--- src/rtl/pwfp_pkg.sv ---
// Shared types and constants for the protobuf wire-format field parser.
// No dependencies; every other rtl file refers to it by scoped names.
package pwfp_pkg;

    localparam logic [63:0] MAX_MESSAGE_BYTES_DEF = 64'd65536;

    localparam int QUEUE_DEPTH      = 4;
    localparam int QUEUE_AW         = $clog2(QUEUE_DEPTH);
    localparam int VARINT_MAX_BYTES = 10;
    localparam int VCNT_W           = 4;
    localparam int FIXED32_BYTES    = 4;
    localparam int FIXED64_BYTES    = 8;
    localparam int S_TDATA_W        = 8;
    localparam int M_TDATA_W        = 120;

    localparam logic [2:0] WT_VARINT = 3'd0;
    localparam logic [2:0] WT_I64    = 3'd1;
    localparam logic [2:0] WT_LEN    = 3'd2;
    localparam logic [2:0] WT_I32    = 3'd5;

    typedef enum logic [5:0] {
        PH_KEY     = 6'b000001,
        PH_VALUE   = 6'b000010,
        PH_LENGTH  = 6'b000100,
        PH_PAYLOAD = 6'b001000,
        PH_SKIP    = 6'b010000,
        PH_DRAIN   = 6'b100000
    } phase_t;

    typedef enum logic [2:0] {
        KIND_VARINT  = 3'd0,
        KIND_LEN_HDR = 3'd1,
        KIND_PAYLOAD = 3'd2,
        KIND_FIXED   = 3'd3,
        KIND_END     = 3'd4
    } kind_t;

    typedef enum logic [2:0] {
        ERR_NONE      = 3'd0,
        ERR_LONG      = 3'd1,
        ERR_FIELD0    = 3'd2,
        ERR_WIRE      = 3'd3,
        ERR_LEN       = 3'd4,
        ERR_TRUNCATED = 3'd5
    } err_t;

    typedef struct packed {
        logic [7:0] data_byte;
        logic       byte_valid;
        logic       last;
    } item_t;

    typedef struct packed {
        logic                full;
        logic                empty;
        logic [QUEUE_AW:0]   count;
    } qstat_t;

    typedef struct packed {
        kind_t       kind;
        logic [31:0] field_number;
        logic [2:0]  wire_type;
        logic [63:0] value;
        logic [15:0] position;
        logic        end_of_message;
        err_t        error_code;
    } result_t;

endpackage

--- src/rtl/pwfp_front.sv ---
// Input stage: takes stream transfers, drops bare non-closing markers,
// holds one item for the queue. Depends on pwfp_pkg.
module pwfp_front (
    input  logic                aclk,
    input  logic                aresetn,
    input  logic                s_tvalid,
    output logic                s_tready,
    input  logic [7:0]          s_tdata,
    input  logic [0:0]          s_tuser,
    input  logic                s_tlast,
    input  pwfp_pkg::qstat_t    qstat,
    output logic                push,
    output pwfp_pkg::item_t     push_item
);

    logic            hold_valid_reg;
    logic            hold_valid_next;
    pwfp_pkg::item_t hold_item_reg;
    logic            accept;

    assign push      = hold_valid_reg && !qstat.full;
    assign s_tready  = !hold_valid_reg || !qstat.full;
    assign accept    = s_tvalid && s_tready;
    assign push_item = hold_item_reg;

    always_comb begin
        hold_valid_next = hold_valid_reg && !push;
        if (accept) begin
            // a bare marker without last changes nothing downstream
            hold_valid_next = s_tuser[0] || s_tlast;
        end
    end

    always_ff @(posedge aclk) begin
        if (!aresetn) begin
            hold_valid_reg <= 1'b0;
        end else begin
            hold_valid_reg <= hold_valid_next;
        end
    end

    always_ff @(posedge aclk) begin
        if (accept) begin
            hold_item_reg.data_byte  <= s_tdata;
            hold_item_reg.byte_valid <= s_tuser[0];
            hold_item_reg.last       <= s_tlast;
        end
    end

endmodule

--- src/rtl/pwfp_queue.sv ---
// Short flop queue between the input stage and the parser.
// Depends on pwfp_pkg for depth and item type.
module pwfp_queue (
    input  logic                aclk,
    input  logic                aresetn,
    input  logic                push,
    input  pwfp_pkg::item_t     push_item,
    input  logic                pop,
    output pwfp_pkg::item_t     head,
    output pwfp_pkg::qstat_t    qstat
);

    pwfp_pkg::item_t                 slot_reg [pwfp_pkg::QUEUE_DEPTH];
    logic [pwfp_pkg::QUEUE_AW-1:0]   wr_ptr_reg, wr_ptr_next;
    logic [pwfp_pkg::QUEUE_AW-1:0]   rd_ptr_reg, rd_ptr_next;
    logic [pwfp_pkg::QUEUE_AW:0]     count_reg, count_next;
    logic                            do_push, do_pop;

    assign qstat.count = count_reg;
    assign qstat.full  = (count_reg == (pwfp_pkg::QUEUE_AW+1)'(pwfp_pkg::QUEUE_DEPTH));
    assign qstat.empty = (count_reg == '0);
    assign head        = slot_reg[rd_ptr_reg];

    assign do_push = push && !qstat.full;
    assign do_pop  = pop && !qstat.empty;

    always_comb begin
        wr_ptr_next = do_push ? wr_ptr_reg + 1'b1 : wr_ptr_reg;
        rd_ptr_next = do_pop ? rd_ptr_reg + 1'b1 : rd_ptr_reg;
        count_next  = count_reg;
        if (do_push && !do_pop) begin
            count_next = count_reg + 1'b1;
        end else if (do_pop && !do_push) begin
            count_next = count_reg - 1'b1;
        end
    end

    always_ff @(posedge aclk) begin
        if (!aresetn) begin
            wr_ptr_reg <= '0;
            rd_ptr_reg <= '0;
            count_reg  <= '0;
        end else begin
            wr_ptr_reg <= wr_ptr_next;
            rd_ptr_reg <= rd_ptr_next;
            count_reg  <= count_next;
        end
    end

    always_ff @(posedge aclk) begin
        if (do_push) begin
            slot_reg[wr_ptr_reg] <= push_item;
        end
    end

endmodule

--- src/rtl/pwfp_back.sv ---
// Parser: wire-format state machine, one queued item per cycle unless the
// result output register holds an untaken result. Depends on pwfp_pkg.
module pwfp_back #(
    parameter logic [63:0] MAX_MESSAGE_BYTES = pwfp_pkg::MAX_MESSAGE_BYTES_DEF
) (
    input  logic                aclk,
    input  logic                aresetn,
    input  pwfp_pkg::item_t     head,
    input  pwfp_pkg::qstat_t    qstat,
    output logic                pop,
    output logic                m_tvalid,
    input  logic                m_tready,
    output pwfp_pkg::result_t   result
);

    localparam int REM_W = $clog2(MAX_MESSAGE_BYTES + 64'd1);

    pwfp_pkg::phase_t               phase_reg, phase_next;
    logic [63:0]                    acc_reg, acc_next;
    logic [pwfp_pkg::VCNT_W-1:0]    cnt_reg, cnt_next;
    logic [31:0]                    fn_reg, fn_next;
    logic [2:0]                     wt_reg, wt_next;
    logic [REM_W-1:0]               rem_reg, rem_next;
    logic [15:0]                    bpos_reg, bpos_next;
    pwfp_pkg::err_t                 err_reg, err_next;
    logic                           out_valid_reg, out_valid_next;
    pwfp_pkg::result_t              out_reg, res;
    logic                           produce;

    assign pop      = !qstat.empty && (!out_valid_reg || m_tready);
    assign m_tvalid = out_valid_reg;
    assign result   = out_reg;

    always_comb begin
        logic [63:0]      fed_bits;
        logic [63:0]      acc_fed;
        logic             is_long;
        logic             done;
        logic [REM_W-1:0] rem_dec;
        logic             emit;
        logic [15:0]      pos_cur;

        phase_next = phase_reg;
        acc_next   = acc_reg;
        cnt_next   = cnt_reg;
        fn_next    = fn_reg;
        wt_next    = wt_reg;
        rem_next   = rem_reg;
        bpos_next  = bpos_reg;
        err_next   = err_reg;
        emit       = 1'b0;
        pos_cur    = bpos_reg;

        fed_bits = '0;
        for (int i = 0; i < pwfp_pkg::VARINT_MAX_BYTES; i++) begin
            if (cnt_reg == pwfp_pkg::VCNT_W'(i)) begin
                fed_bits = 64'(head.data_byte[6:0]) << (7 * i);
            end
        end
        acc_fed = acc_reg | fed_bits;
        is_long = (cnt_reg >= pwfp_pkg::VCNT_W'(pwfp_pkg::VARINT_MAX_BYTES));
        done    = !head.data_byte[7];
        rem_dec = (rem_reg != '0) ? rem_reg - 1'b1 : rem_reg;

        res                = '0;
        res.kind           = pwfp_pkg::KIND_END;
        res.error_code     = pwfp_pkg::ERR_NONE;

        if (head.byte_valid) begin
            bpos_next = bpos_reg + 16'd1;
            case (phase_reg)
                pwfp_pkg::PH_KEY, pwfp_pkg::PH_VALUE, pwfp_pkg::PH_LENGTH: begin
                    if (is_long) begin
                        err_next   = pwfp_pkg::ERR_LONG;
                        phase_next = pwfp_pkg::PH_DRAIN;
                        acc_next   = '0;
                        cnt_next   = '0;
                    end else if (!done) begin
                        acc_next = acc_fed;
                        cnt_next = cnt_reg + 1'b1;
                    end else begin
                        acc_next = '0;
                        cnt_next = '0;
                        case (phase_reg)
                            pwfp_pkg::PH_KEY: begin
                                fn_next = acc_fed[34:3];
                                wt_next = acc_fed[2:0];
                                if (acc_fed[34:3] == 32'd0) begin
                                    err_next   = pwfp_pkg::ERR_FIELD0;
                                    phase_next = pwfp_pkg::PH_DRAIN;
                                end else if (acc_fed[2:0] == pwfp_pkg::WT_VARINT) begin
                                    phase_next = pwfp_pkg::PH_VALUE;
                                end else if (acc_fed[2:0] == pwfp_pkg::WT_LEN) begin
                                    phase_next = pwfp_pkg::PH_LENGTH;
                                end else if (acc_fed[2:0] == pwfp_pkg::WT_I32) begin
                                    rem_next   = REM_W'(pwfp_pkg::FIXED32_BYTES);
                                    phase_next = pwfp_pkg::PH_SKIP;
                                end else if (acc_fed[2:0] == pwfp_pkg::WT_I64) begin
                                    rem_next   = REM_W'(pwfp_pkg::FIXED64_BYTES);
                                    phase_next = pwfp_pkg::PH_SKIP;
                                end else begin
                                    err_next   = pwfp_pkg::ERR_WIRE;
                                    phase_next = pwfp_pkg::PH_DRAIN;
                                end
                            end
                            pwfp_pkg::PH_VALUE: begin
                                emit         = 1'b1;
                                res.kind     = pwfp_pkg::KIND_VARINT;
                                res.value    = acc_fed;
                                res.position = pos_cur;
                                phase_next   = pwfp_pkg::PH_KEY;
                            end
                            default: begin
                                if (acc_fed > MAX_MESSAGE_BYTES) begin
                                    err_next   = pwfp_pkg::ERR_LEN;
                                    phase_next = pwfp_pkg::PH_DRAIN;
                                end else begin
                                    emit         = 1'b1;
                                    res.kind     = pwfp_pkg::KIND_LEN_HDR;
                                    res.value    = acc_fed;
                                    res.position = bpos_next;
                                    rem_next     = acc_fed[REM_W-1:0];
                                    phase_next   = (acc_fed != 64'd0) ? pwfp_pkg::PH_PAYLOAD
                                                                      : pwfp_pkg::PH_KEY;
                                end
                            end
                        endcase
                    end
                end
                pwfp_pkg::PH_PAYLOAD: begin
                    emit         = 1'b1;
                    res.kind     = pwfp_pkg::KIND_PAYLOAD;
                    res.value    = 64'(head.data_byte);
                    res.position = pos_cur;
                    rem_next     = rem_dec;
                    if (rem_dec == '0) begin
                        phase_next = pwfp_pkg::PH_KEY;
                    end
                end
                pwfp_pkg::PH_SKIP: begin
                    rem_next = rem_dec;
                    if (rem_dec == '0) begin
                        emit         = 1'b1;
                        res.kind     = pwfp_pkg::KIND_FIXED;
                        res.position = pos_cur;
                        phase_next   = pwfp_pkg::PH_KEY;
                    end
                end
                default: begin
                end
            endcase
        end

        if (head.last) begin
            if (err_next == pwfp_pkg::ERR_NONE &&
                !(phase_next == pwfp_pkg::PH_KEY && cnt_next == '0)) begin
                res.error_code = pwfp_pkg::ERR_TRUNCATED;
            end else begin
                res.error_code = err_next;
            end
            if (!emit) begin
                res.kind     = pwfp_pkg::KIND_END;
                res.value    = '0;
                res.position = bpos_next;
            end
            res.end_of_message = 1'b1;
            // message closed: back to the reset state
            phase_next = pwfp_pkg::PH_KEY;
            acc_next   = '0;
            cnt_next   = '0;
            rem_next   = '0;
            bpos_next  = '0;
            err_next   = pwfp_pkg::ERR_NONE;
        end

        if (res.kind == pwfp_pkg::KIND_END) begin
            res.field_number = '0;
            res.wire_type    = '0;
        end else begin
            res.field_number = fn_next;
            res.wire_type    = wt_next;
        end
        if (head.last) begin
            fn_next = '0;
            wt_next = '0;
        end

        produce = emit || head.last;

        out_valid_next = out_valid_reg;
        if (pop) begin
            out_valid_next = produce;
        end else if (m_tready) begin
            out_valid_next = 1'b0;
        end
    end

    always_ff @(posedge aclk) begin
        if (!aresetn) begin
            phase_reg     <= pwfp_pkg::PH_KEY;
            acc_reg       <= '0;
            cnt_reg       <= '0;
            fn_reg        <= '0;
            wt_reg        <= '0;
            rem_reg       <= '0;
            bpos_reg      <= '0;
            err_reg       <= pwfp_pkg::ERR_NONE;
            out_valid_reg <= 1'b0;
        end else begin
            out_valid_reg <= out_valid_next;
            if (pop) begin
                phase_reg <= phase_next;
                acc_reg   <= acc_next;
                cnt_reg   <= cnt_next;
                fn_reg    <= fn_next;
                wt_reg    <= wt_next;
                rem_reg   <= rem_next;
                bpos_reg  <= bpos_next;
                err_reg   <= err_next;
            end
        end
    end

    always_ff @(posedge aclk) begin
        if (pop && produce) begin
            out_reg <= res;
        end
    end

endmodule

--- src/rtl/protobuf_wire_field_parser_top.sv ---
// Top level of the protobuf wire-format field parser: input stage, queue,
// parser. Depends on pwfp_pkg, pwfp_front, pwfp_queue, pwfp_back.
//
//  channel  | dir | tdata                          | tuser     | tlast
//  ---------+-----+--------------------------------+-----------+---------------
//  s_ bytes | in  | data_byte                      | byte_valid| last
//  m_ fields| out | field/wire/value/pos/error     | kind      | end_of_message
//
// One byte per cycle sustained while m_tready keeps up; with an empty queue a
// byte passes the input hold register, the queue write and the output register.
// The parser state machine handles one queued byte per cycle while its output
// is taken; the four-entry queue lets input and output stall independently.
// aresetn is synchronous; it empties the queue and returns to key parsing.
// A bare marker without tlast is taken and dropped.
module protobuf_wire_field_parser_top #(
    parameter logic [63:0] MAX_MESSAGE_BYTES = pwfp_pkg::MAX_MESSAGE_BYTES_DEF
) (
    input  logic                            aclk,
    input  logic                            aresetn,
    input  logic                            s_tvalid,
    output logic                            s_tready,
    input  logic [pwfp_pkg::S_TDATA_W-1:0]  s_tdata,  // [7:0] data_byte
    input  logic [0:0]                      s_tuser,  // [0] byte_valid
    input  logic                            s_tlast,
    output logic                            m_tvalid,
    input  logic                            m_tready,
    // [31:0] field_number, [34:32] wire_type, [98:35] value,
    // [114:99] position, [117:115] error_code, [119:118] zero
    output logic [pwfp_pkg::M_TDATA_W-1:0]  m_tdata,
    output logic [2:0]                      m_tuser,  // [2:0] kind
    output logic                            m_tlast
);

    pwfp_pkg::qstat_t  qstat;
    pwfp_pkg::item_t   push_item;
    pwfp_pkg::item_t   head;
    pwfp_pkg::result_t result;
    logic              push;
    logic              pop;

    pwfp_front u_front (
        .aclk      (aclk),
        .aresetn   (aresetn),
        .s_tvalid  (s_tvalid),
        .s_tready  (s_tready),
        .s_tdata   (s_tdata),
        .s_tuser   (s_tuser),
        .s_tlast   (s_tlast),
        .qstat     (qstat),
        .push      (push),
        .push_item (push_item)
    );

    pwfp_queue u_queue (
        .aclk      (aclk),
        .aresetn   (aresetn),
        .push      (push),
        .push_item (push_item),
        .pop       (pop),
        .head      (head),
        .qstat     (qstat)
    );

    pwfp_back #(
        .MAX_MESSAGE_BYTES (MAX_MESSAGE_BYTES)
    ) u_back (
        .aclk      (aclk),
        .aresetn   (aresetn),
        .head      (head),
        .qstat     (qstat),
        .pop       (pop),
        .m_tvalid  (m_tvalid),
        .m_tready  (m_tready),
        .result    (result)
    );

    assign m_tdata = {2'b00, result.error_code, result.position, result.value,
                      result.wire_type, result.field_number};
    assign m_tuser = result.kind;
    assign m_tlast = result.end_of_message;

`ifndef SYNTH
    a_queue_bound: assert property (@(posedge aclk) disable iff (!aresetn)
        qstat.count <= (pwfp_pkg::QUEUE_AW+1)'(pwfp_pkg::QUEUE_DEPTH))
        else $error("queue occupancy beyond depth");

    a_error_only_on_close: assert property (@(posedge aclk) disable iff (!aresetn)
        m_tvalid && !m_tlast |-> m_tdata[117:115] == pwfp_pkg::ERR_NONE)
        else $error("error code on a result that does not close the message");

    a_end_closes: assert property (@(posedge aclk) disable iff (!aresetn)
        m_tvalid && m_tuser == pwfp_pkg::KIND_END |-> m_tlast)
        else $error("end-only result without end of message");

    a_end_fields_zero: assert property (@(posedge aclk) disable iff (!aresetn)
        m_tvalid && m_tuser == pwfp_pkg::KIND_END |->
            m_tdata[98:0] == 99'd0)
        else $error("end-only result carries field data");
`endif

endmodule

--- config.mk ---
export PLATFORM = sky130hd
export DESIGN_NAME = protobuf_wire_field_parser_top
export DESIGN_NICKNAME = d
export VERILOG_FILES = /design/src/rtl/pwfp_pkg.sv /design/src/rtl/pwfp_front.sv /design/src/rtl/pwfp_queue.sv /design/src/rtl/pwfp_back.sv /design/src/rtl/protobuf_wire_field_parser_top.sv
export SDC_FILE = /design/constraint.sdc
export NUM_CORES = 1
export LEC_CHECK = 0
export ABC_AREA = 1
export BUFFER_PORTS_ARGS = -buffer_cell sky130_fd_sc_hd__buf_2
export CORE_ASPECT_RATIO = 0.6
export CORE_MARGIN = 2
export CORE_UTILIZATION = 58
export DETAILED_ROUTE_END_ITERATION = 6
export PLACE_DENSITY = 0.78
export SLEW_MARGIN = 20
export SYNTH_ARGS = -nofsm -noshare
export SYNTH_HDL_FRONTEND = slang
export SYNTH_HIERARCHICAL = 1
export SYNTH_SLANG_ARGS = --single-unit
--- constraint.sdc ---
create_clock -name aclk -period 10.5 [get_ports aclk]
set_input_delay 1.575 -clock aclk [delete_from_list [all_inputs] [get_ports aclk]]
set_output_delay 1.575 -clock aclk [all_outputs]
set_load 0.01 [all_outputs]
==> summary.txt, run 1 <==
Chip width -> 219.7 um
Clock Sinks -> 328
Final hold vios -> 0
DP Wirelength -> 30,860 um
Number of flops mapped to enable cells by yosys -> 172
Vias in the first global route -> 13,130
Hold_ws -> 0.4605 ns
Share of cells above drive strength 1 -> 0.1450
Die height -> 133.4 um
TritonCTS clock tree -> built
# H-tree levels -> 1
Resize count post-CTS -> 0
Crit Path Max Fanout -> 78
Reg2Reg Setup Slack -> 4.01 ns
Min-delay src -> u_back/fn_reg[30]$_SDFFE_PN0P_
Share of async-settable or async-resettable flops after synthesis -> 0
Largest net degree at the start of global routing -> 79
Core Rows -> 47
DIE AREA -> 0.02932 sq mm
Nets -> 2,098
R2R depth -> 21
Worst clock skew -> 0.02086 ns
Leak Pwr -> 6.893 nW
Setup tns final -> 0 ns
Status -> completed
Clock slew at reported path FFs -> 0.07 ns
Clock Path Buffers -> 3
Sequential share of the synthesized area -> 0.5118
Finished Layout Cells -> 2,464
CP arrival -> 6.70 ns
CTS Root Buffer Type -> clkbuf_16
Largest register FFs -> 122
Total power -> 5.711 mW
Number of iterations in the first detailed-routing pass -> 6
Hold Buf Count CTS -> 0
Worst slew pin tran -> 1.059 ns
Crit Path Class -> flop to flop
Worst relative slew slack -> 0.2914
Antenna-violating nets left -> 0
Starting Density -> 0.5884
Max Cap Violations -> 0
Max-slew violation count -> 0
DP Cell Count -> 2,406
TritonCTS Buffers -> 31
Hold endpoint -> u_back/fn_reg[30]$_SDFFE_PN0P_
Ports -> 140
Synth Register Bits -> 328
HP Class -> flop to flop
DRC Markers -> 0
Total vias in the final route -> 14,220
Vias per inst -> 5.772
RSZ-0062 raised after global routing -> false
Cell area after synthesis -> 0.01619 sq mm
Initial DRC Count -> 1,525
# setup viols final -> 0
Global-route wire length before repair -> 70,080 um
Yosys cell types -> 59
Average cell area after synthesis -> 8.171 sq um
Min Tclk post-route -> 6.494 ns
Worst-Skew Late Latency -> 0.59 ns
WL per Instance -> 18.08 um
GRT Util Overall -> 0.3025
Tcrit/Tclk final -> 0.6185
Crit end category -> flop
Initial antenna violation count -> 0
Remaining Overflow, GRT -> 0
Total number of yosys warnings -> 6
GPL Wtd Cong -> 1.025
Port Buffers -> 137
FF-to-FF End -> u_back/result[21]$_DFFE_PP_
CP startpoint kind -> flop
Fmax -> 154.0 MHz
Post-CTS Setup Bufs -> 0
Layout area overhead -> 11.28%
Core Region -> 0.02752 sq mm
Main synth FF type -> edfxtp_1
Pwr/cell area -> 316.9 mW/mm^2
Crit path required time -> 10.70 ns
VDD IR max -> 0.0002609 V
# diodes -> 0
# fillers -> 2,310
Drt total wl -> 44,550 um
Synth Instances -> 1,982
Worst Hold Path Cells -> 2
[where the power goes]
group / internal, mW / switching [mW]
combinational: 0.690 / 2.05
sequential: 1.74 / 0.125
clock: 0.618 / 0.492
total: 3.04 / 2.67
[logic make-up (layout without fill, tap and decap cells)]
logic type | Yosys count | count (layout) | synth area share
adders and majority gates | 12 | 12 | 0.009735
and+or+nand+nor | 920 | 920 | 0.2475
xor gates and xnor gates | 18 | 18 | 0.009735
AOI/OAI and AO/OA | 403 | 403 | 0.1456
buffers and inverters | 300 | 414 | 0.07533
other | 1 | 2 | 0.0002316
DFF | 328 | 328 | 0.5118
[cell usage after synthesis (17+ instances only)]
cell,number,area [sq um]
a22oi_1,17,127.6
nor2_1,303,1137
nand2_1,417,1565
a21oi_1,139,695.7
dfxtp_1,156,3123
o22ai_1,21,131.4
inv_1,186,698.2
a211oi_1,45,337.8
o21ai_1,18,90.09
clkbuf_1,55,206.5
or2_2,24,150.1
nand3_1,71,355.3
nand4_1,35,219.0
o21ai_0,123,615.6
edfxtp_1,172,5165
buf_2,18,90.09
[layer usage]
layer  track usage  up-vias  wire length, um
met5             0        -                0
met4       0.06264        0              781
met3       0.05571       74             4226
met2        0.4567      668            19460
met1        0.4559     6706            20090
li1              -     6774                -
[layout make-up]
cell class                 instances  area [sq um]  share of cell area
tap                              367         459.2             0.02548
sequential                       328          8288              0.4599
clock inverter                    21         193.9             0.01076
multi-input combinational       1355          6713              0.3725
inverter                         205         778.2             0.04319
clock buffer                      37         798.3             0.04430
timing repair buffer             151         790.8             0.04388
[cell usage in the layout, fill, tap and decap left out, types with 11 or more instances in the layout]
cell type	synthesis	routed
xor2_1	16	16
a21oi_1	139	139
o21ai_1	18	18
nand4_1	35	35
nand2_2	15	16
or2_1	13	13
o22ai_1	21	19
inv_2	16	16
buf_4	4	14
inv_1	186	184
ha_1	11	11
nand3_1	71	71
clkbuf_16	0	31
or2_2	24	24
buf_2	18	137
a22oi_1	17	17
nand2_1	417	416
nor2_1	303	302
a211oi_1	45	45
o21ai_0	123	123
edfxtp_1	172	172
dfxtp_1	156	156
[metrics by stage]
stage | setup slack (ns) | area [sq um] | util
2_1_floorplan | 5.232 | 16200 | -
3_3_place_gp | 4.375 | 17030 | 0.6187
3_5_place_dp | 4.096 | 17030 | 0.6187
4_1_cts | 4.051 | 18020 | 0.6548
5_1_grt | 3.404 | 18020 | 0.6548
6_report | 4.006 | 18020 | 0.6548
[worst max-delay path by stage]
stage	start	end	slack, ns	cells past startpoint
finish	flop	u_back/result[21]$_DFFE_PP_	4.01	21
CTS	flop	u_back/result[60]$_DFFE_PP_	4.05	21
global placement	flop	u_back/result[55]$_DFFE_PP_	4.38	21
floorplan	u_back/cnt_reg[0]$_SDFFE_PN0P_	u_back/result[0]$_SDFFCE_PN0P_	5.23	21
global route	flop	u_back/result[21]$_DFFE_PP_	3.40	21
detailed placement	flop	u_back/result[24]$_DFFE_PP_	4.10	21
[worst max-delay path, stage by stage, from the launching register on]
cell and delay, ns:
dfxtp_1 0.71, inv_1 0.42, o21ai_0 0.25, o22ai_1 0.28, nand2_1 0.22, nor2_1 0.08, nor2_1 0.17, nand2_1 0.08
nor2_1 0.15, nand2_1 0.09, nor2_1 0.21, inv_1 0.08, nor2_2 0.13, nand2_2 0.11, nand3_4 0.14, nand4_4 0.77
nand2_2 0.33, inv_4 0.27, nand2_2 0.13, nand2_2 0.09, inv_4 0.46, buf_4 0.84
Note: power is estimated with default switching activity, not from simulation.
==> run 2, diff against run 1 <==
--- a/config.mk
+++ b/config.mk
@@ -9,9 +9,9 @@
 export BUFFER_PORTS_ARGS = -buffer_cell sky130_fd_sc_hd__buf_2
 export CORE_ASPECT_RATIO = 0.6
 export CORE_MARGIN = 2
-export CORE_UTILIZATION = 58
+export CORE_UTILIZATION = 54
 export DETAILED_ROUTE_END_ITERATION = 6
-export PLACE_DENSITY = 0.78
+export PLACE_DENSITY = 0.76
 export SLEW_MARGIN = 20
 export SYNTH_ARGS = -nofsm -noshare
 export SYNTH_HDL_FRONTEND = slang
==> constraint.sdc (replaced) <==
create_clock -name aclk -period 5.3 [get_ports aclk]
set_input_delay 0.795 -clock aclk [delete_from_list [all_inputs] [get_ports aclk]]
set_output_delay 0.795 -clock aclk [all_outputs]
set_load 0.01 [all_outputs]
==> run 2 against run 1 <==
  * Sequential share of layout area shrank 0.48 points
  * Largest cell class unchanged
  * Global-route usage is 1.9 points lower
  * Core utilization fell by 4.2 points
==> summary.txt, run 2 (synthesis gave the netlist of run 1 again) <==
# H-tree levels -> 1
Die height -> 138.1 um
# fillers -> 2,598
Resize count post-CTS -> 0
DIE AREA -> 0.03144 sq mm
Crit-path slowest cell -> dfxtp_1
CP startpoint kind -> flop
Number of iterations in the first detailed-routing pass -> 6
Post-CTS Setup Bufs -> 0
RSZ-0062 raised after global routing -> false
Tcrit/Tclk final -> 0.8990
Initial DRC Count -> 1,824
CP Cell Sequence -> inv_1 -> o21ai_0 -> o22ai_1 -> nand2_1 -> nor2_1 -> nor2_1 -> nand2_1 -> nor2_1 -> nand2_1 -> nor2_1 -> nand4_2 -> nand3_4 -> nand4_4 -> nand2_2 -> inv_4 -> nand2_2 -> nand2_2 -> inv_4 -> buf_12
Crit Path Class -> flop to flop
Nets -> 2,109
Crit path max-delay family -> simple AND/OR/NAND/NOR gates
Crit path required time -> 5.56 ns
Crit end category -> flop
Status -> completed
Largest register FFs -> 122
Ports -> 140
Cell mode on critical path -> nor2_1
Final hold vios -> 0
Total power -> 11.49 mW
Core Region -> 0.02973 sq mm
TritonCTS Buffers -> 30
TritonCTS clock tree -> built
GPL Wtd Cong -> 0.9731
Chip width -> 227.6 um
Register area -> 0.008288 sq mm
Vias per inst -> 5.649
Leak Pwr -> 6.969 nW
Setup WS pre-CTS -> 0.7752 ns
Commonest non-fill, non-tap cell in the layout -> nand2_1
Core Rows -> 49
Max-slew violation count -> 0
Port Buffers -> 137
Starting Density -> 0.5446
Worst clock skew -> 0.01794 ns
Largest net degree at the start of global routing -> 71
VDD IR max -> 0.0004851 V
Crit Path Max Fanout -> 35
Hold_ws -> 0.3943 ns
Clock Sinks -> 328
Multi-input logic area -> 0.006713 sq mm
Antenna-violating nets left -> 0
Share of cells above drive strength 1 -> 0.1486
Total vias in the final route -> 14,210
Min Tclk post-route -> 4.765 ns
Final setup margin -> 0.5351 ns
CP arrival -> 5.03 ns
Clock Path Buffers -> 3
Drt total wl -> 44,640 um
CTS Root Buffer Type -> clkbuf_16
# diodes -> 0
GRT Util Overall -> 0.2831
# setup viols final -> 0
Buf/Inv on CP -> 4
Remaining Overflow, GRT -> 0
Hold Buf Count CTS -> 0
CP peak stage delay -> 0.69 ns
Worst slew pin tran -> 1.014 ns
Commonest cells after routing, fill and taps aside -> nand2_1 (416), nor2_1 (302), inv_1 (184)
Worst relative slew slack -> 0.3212
Max Cap Violations -> 0
Fmax -> 209.9 MHz
Pwr/cell area -> 631.2 mW/mm^2
Vias in the first global route -> 13,060
Finished Layout Cells -> 2,515
HP Class -> input pin to flop
DP Wirelength -> 31,390 um
Setup tns final -> 0 ns
Initial antenna violation count -> 0
Clock slew at reported path FFs -> 0.06 ns
Layout area overhead -> 12.45%
DP Cell Count -> 2,459
DRC Markers -> 0
WL per Instance -> 17.75 um
Global-route wire length before repair -> 70,880 um
Worst-Skew Late Latency -> 0.58 ns
[run 2: cell types whose count changed in the layout (fill, tap and decap cells not counted), moves of 2 or more]
cell / change
clkbuf_8: +3
clkinv_1: -3
inv_6: -2
clkinvlp_4: -2
buf_12: +3
clkinv_2: -2
buf_4: +9
clkbuf_1: +4
[run 2: final cells by class]
cell class,count,area share
clock buffer,44,0.04693
clock inverter,12,0.008108
inverter,205,0.04274
multi-input combinational,1355,0.3686
sequential,328,0.4551
tap,408,0.02803
timing repair buffer,163,0.05043
[run 2: metrics by stage]
stage	cell area [sq um]	utilization
2_1_floorplan	16200	-
3_5_place_dp	17210	0.5787
6_report	18210	0.6124
3_3_place_gp	17210	0.5787
5_1_grt	18210	0.6124
4_1_cts	18210	0.6124
[run 2: worst register-to-register path, cell delays in order (launching register included)]
cell and delay [ns]:
dfxtp_1 0.69, inv_1 0.42, o21ai_0 0.35, o22ai_1 0.33
nand2_1 0.24, nor2_1 0.07, nor2_1 0.14, nand2_1 0.07
nor2_1 0.13, nand2_1 0.08, nor2_1 0.31, nand4_2 0.29
nand3_4 0.21, nand4_4 0.10, nand2_2 0.10, inv_4 0.04
nand2_2 0.05, nand2_2 0.07, inv_4 0.47, buf_12 0.31
[run 2: where the power goes]
group	total (mW)	internal [mW]	leakage, nW	switching, mW
sequential	3.70	3.43	2.90	0.266
combinational	5.58	1.47	3.58	4.11
clock	2.22	1.27	0.491	0.952
total	11.5	6.16	6.97	5.33
[run 2: metal layers]
metal | vias to the layer above | wire [um] | track usage | share of wire
li1 | 6783 | - | - | -
met1 | 6745 | 20640 | 0.4333 | 0.46
met2 | 615 | 19160 | 0.4183 | 0.43
met3 | 64 | 3994 | 0.05654 | 0.089
met4 | 0 | 845 | 0.05194 | 0.019
met5 | - | 0 | 0 | 0
[run 2: final timing paths]
check / from / endpoint / slack [ns] / cells after the start
max reg2reg: flop / u_back/result[85]$_SDFFCE_PN0P_ / 0.54 / 19
min: s_tdata[3] / u_front/push_item[5]$_DFFE_PP_ / 0.39 / 1
min reg2reg: u_back/fn_reg[5]$_SDFFE_PN0P_ / u_back/fn_reg[5]$_SDFFE_PN0P_ / 0.46 / 2
max: flop / u_back/result[85]$_SDFFCE_PN0P_ / 0.54 / 19
==> run 3, diff against run 2 <==
--- a/config.mk
+++ b/config.mk
@@ -5,7 +5,7 @@
 export SDC_FILE = /design/constraint.sdc
 export NUM_CORES = 1
 export LEC_CHECK = 0
-export ABC_AREA = 1
+export ABC_AREA = 0
 export BUFFER_PORTS_ARGS = -buffer_cell sky130_fd_sc_hd__buf_2
 export CORE_ASPECT_RATIO = 0.6
 export CORE_MARGIN = 2
==> run 3 against run 2 <==
  * Core utilization rose by 1.5 points
  * Maximum frequency rose by 6.6%
  * Wire length fell by 5.4%
  * Synthesized cell count fell by 25%
  * Sequential share of layout area rose by 2.2 points
  * Critical path depth fell by 8
  * Non-clock buffer count rose by 6
  * Flip-flop and latch count did not move
  * Via count fell by 12%
  * Worst hold slack got worse by 0.0084 ns
==> summary.txt, run 3 <==
Drt total wl -> 42,210 um
Sequential share of the synthesized area -> 0.5417
Chip width -> 221.3 um
Remaining Overflow, GRT -> 0
Initial DRC Count -> 1,632
Max-slew violation count -> 0
Yosys top cell by area -> edfxtp_1
Port Buffers -> 137
HP Class -> input pin to flop
Crit Path Class -> flop to flop
Share of the synthesized area in the top cell type -> 0.3376
Largest register FFs -> 122
Main combinational cell family by area after synthesis -> compound AO/OA/AOI/OAI gates
Fmax -> 223.8 MHz
Antenna-violating nets left -> 0
Pwr/cell area -> 464.4 mW/mm^2
Average cell area after synthesis -> 10.28 sq um
Global-route wire length before repair -> 66,010 um
Worst slew pin tran -> 1.089 ns
Clock slew at reported path FFs -> 0.07 ns
RSZ-0062 raised after global routing -> false
Worst Hold Path Cells -> 1
Min-delay src -> s_tdata[3]
Pint -> 5.199 mW
Switching share of power -> 0.3555
Starting Density -> 0.5524
Max Cap Violations -> 0
Final hold vios -> 0
Hold endpoint -> u_front/push_item[5]$_DFFE_PP_
Worst relative slew slack -> 0.2714
Logic pwr share -> 0.302
TritonCTS Buffers -> 30
Nets -> 1,602
Total vias in the final route -> 12,520
Tcrit/Tclk final -> 0.8430
CTS Root Buffer Type -> clkbuf_16
Setup tns final -> 0 ns
Synth Register Bits -> 328
GRT Util Overall -> 0.2789
Met1 Resource Use GR -> 0.4259
Synth Instances -> 1,488
Adder-Cell Fraction of Synth Area -> 0.01030
Vias in the first global route -> 11,620
Number of flops mapped to enable cells by yosys -> 172
Core Region -> 0.02770 sq mm
Crit Path Max Fanout -> 61
Clock power share -> 0.284
Cell area after synthesis -> 0.01530 sq mm
Synth top cells by count -> edfxtp_1 (172), dfxtp_1 (156), nor2_1 (152)
Share of cells above drive strength 1 -> 0.1644
Resize count post-CTS -> 0
Leak Pwr -> 6.208 nW
Core Rows -> 47
Clock Sinks -> 328
DIE AREA -> 0.02974 sq mm
# setup viols final -> 0
Grt peak-use layer -> met1
Area contributors post-synth -> edfxtp_1 (34%), dfxtp_1 (20%), a22oi_1 (5.5%)
Vias per inst -> 6.363
Initial antenna violation count -> 1
Register area -> 0.008288 sq mm
Synth Area in XOR/XNOR -> 0.009731
Worst-Skew Late Latency -> 0.58 ns
Post-synthesis compound-gate area fraction -> 0.2081
Reg2Reg Setup Slack -> 0.83 ns
FF-to-FF End -> u_back/result[91]$_SDFFCE_PN0P_
Die height -> 134.4 um
Worst clock skew -> 0.01595 ns
Post-layout util -> 0.6272
Crit path required time -> 5.54 ns
Share of async-settable or async-resettable flops after synthesis -> 0
GPL Wtd Cong -> 0.9255
Min Tclk post-route -> 4.468 ns
Multi-input logic area -> 0.006551 sq mm
Clock Path Buffers -> 3
Met3 Use GR -> 0.06418
Yosys cell types -> 83
Commonest non-fill, non-tap cell in the layout -> edfxtp_1
Crit end category -> flop
# H-tree levels -> 1
Finished Layout Cells -> 1,967
Mux share of post-synthesis cell area -> 0.01799
Most frequent cell after synthesis -> edfxtp_1
WL per Instance -> 21.46 um
Met2 usage -> 0.3972
Sequential share of power -> 0.414
Commonest cells after routing, fill and taps aside -> edfxtp_1 (172), dfxtp_1 (156), nor2_1 (149)
# diodes -> 0
Ports -> 140
Net switching power -> 2.868 mW
Layout area overhead -> 13.54%
DRC Markers -> 0
Number of iterations in the first detailed-routing pass -> 7
R2R depth -> 11
# fillers -> 2,256
Hold Buf Count CTS -> 0
Main synth FF type -> edfxtp_1
Largest net degree at the start of global routing -> 75
DP Wirelength -> 27,810 um
Synth Area in Simple Gates -> 0.1768
CP arrival -> 4.71 ns
VDD IR max -> 0.0003130 V
Post-CTS Setup Bufs -> 0
Status -> completed
Total number of yosys warnings -> 6
TritonCTS clock tree -> built
CP startpoint kind -> flop
DP Cell Count -> 1,911
==> run 3: cell types whose count changed after synthesis, moves of 38 or more <==
cell | before | now
clkbuf_1 | 55 | 93
a21oi_1 | 139 | 99
nand2_1 | 417 | 76
nand3_1 | 71 | 20
a21o_1 | 1 | 43
a22oi_1 | 17 | 113
nor2b_1 | 1 | 114
inv_1 | 186 | 18
nor2_1 | 303 | 152
o21ai_0 | 123 | 69
==> run 3: worst max-delay path by stage <==
stage	depth (start not counted)	from	end	slack, ns
6_report	11	flop	u_back/result[91]$_SDFFCE_PN0P_	0.83
2_1_floorplan	11	flop	u_back/result[0]$_SDFFCE_PN0P_	0.008
3_5_place_dp	11	flop	u_back/result[97]$_SDFFCE_PN0P_	0.87
5_1_grt	10	flop	u_back/result[2]$_SDFFCE_PN0P_	0.56
4_1_cts	11	flop	u_back/result[91]$_SDFFCE_PN0P_	0.85
3_3_place_gp	11	flop	u_back/result[29]$_DFFE_PP_	1.01
==> run 3: critical path: stages (launching register included) <==
cell and delay [ns]:
dfxtp_1 0.64, mux4_2 0.86, or3_1 0.47, or4_1 0.40, o21ai_0 0.10, and4_1 0.29, nand3_2 0.25, nor2_2 0.27
a21oi_4 0.06, a21oi_4 0.17, buf_12 0.20, buf_12 0.29
==> run 3: cell families after synthesis <==
group,Yosys count
AOI/OAI and AO/OA,467
adders and majority gates,12
other,1
buffers and inverters,133
and+or+nand+nor,515
muxes,15
DFF,328
xor gates and xnor gates,17
==> run 3: power groups by stage <==
stage	Sequential, mW	Clock, mW	Combinational, mW
4_1_cts	3.34	2.33	2.40
2_1_floorplan	3.55	0	1.30
3_3_place_gp	3.39	0	2.36
3_5_place_dp	3.39	0	2.39
6_report	3.34	2.29	2.44
5_1_grt	3.38	2.42	2.61
==> run 3: cell type report <==
class                      instances  share of cell area
clock buffer                      45             0.05193
clock inverter                    11            0.008642
inverter                          19            0.004105
multi-input combinational       1028              0.3771
sequential                       328              0.4771
tap                              367             0.02643
timing repair buffer             169             0.05474
==> run 3: stage by stage <==
stage               power [mW]  hold WS (ns)  setup slack [ns]  area [sq um]
detailed placement       5.775        0.4953            0.8702         16320
global route             8.411        0.3715            0.5618         17370
floorplan                4.849        0.4412          0.007960         15330
global placement         5.747        0.4811             1.011         16320
finish                   8.067        0.3859            0.8321         17370
CTS                      8.069        0.3672            0.8504         17370
==> run 3: per-layer routing <==
layer  share of wire  vias up
met5               0        -
met4           0.022        0
met3            0.10       82
met2            0.42      676
met1            0.46     6046
li1                -     5712
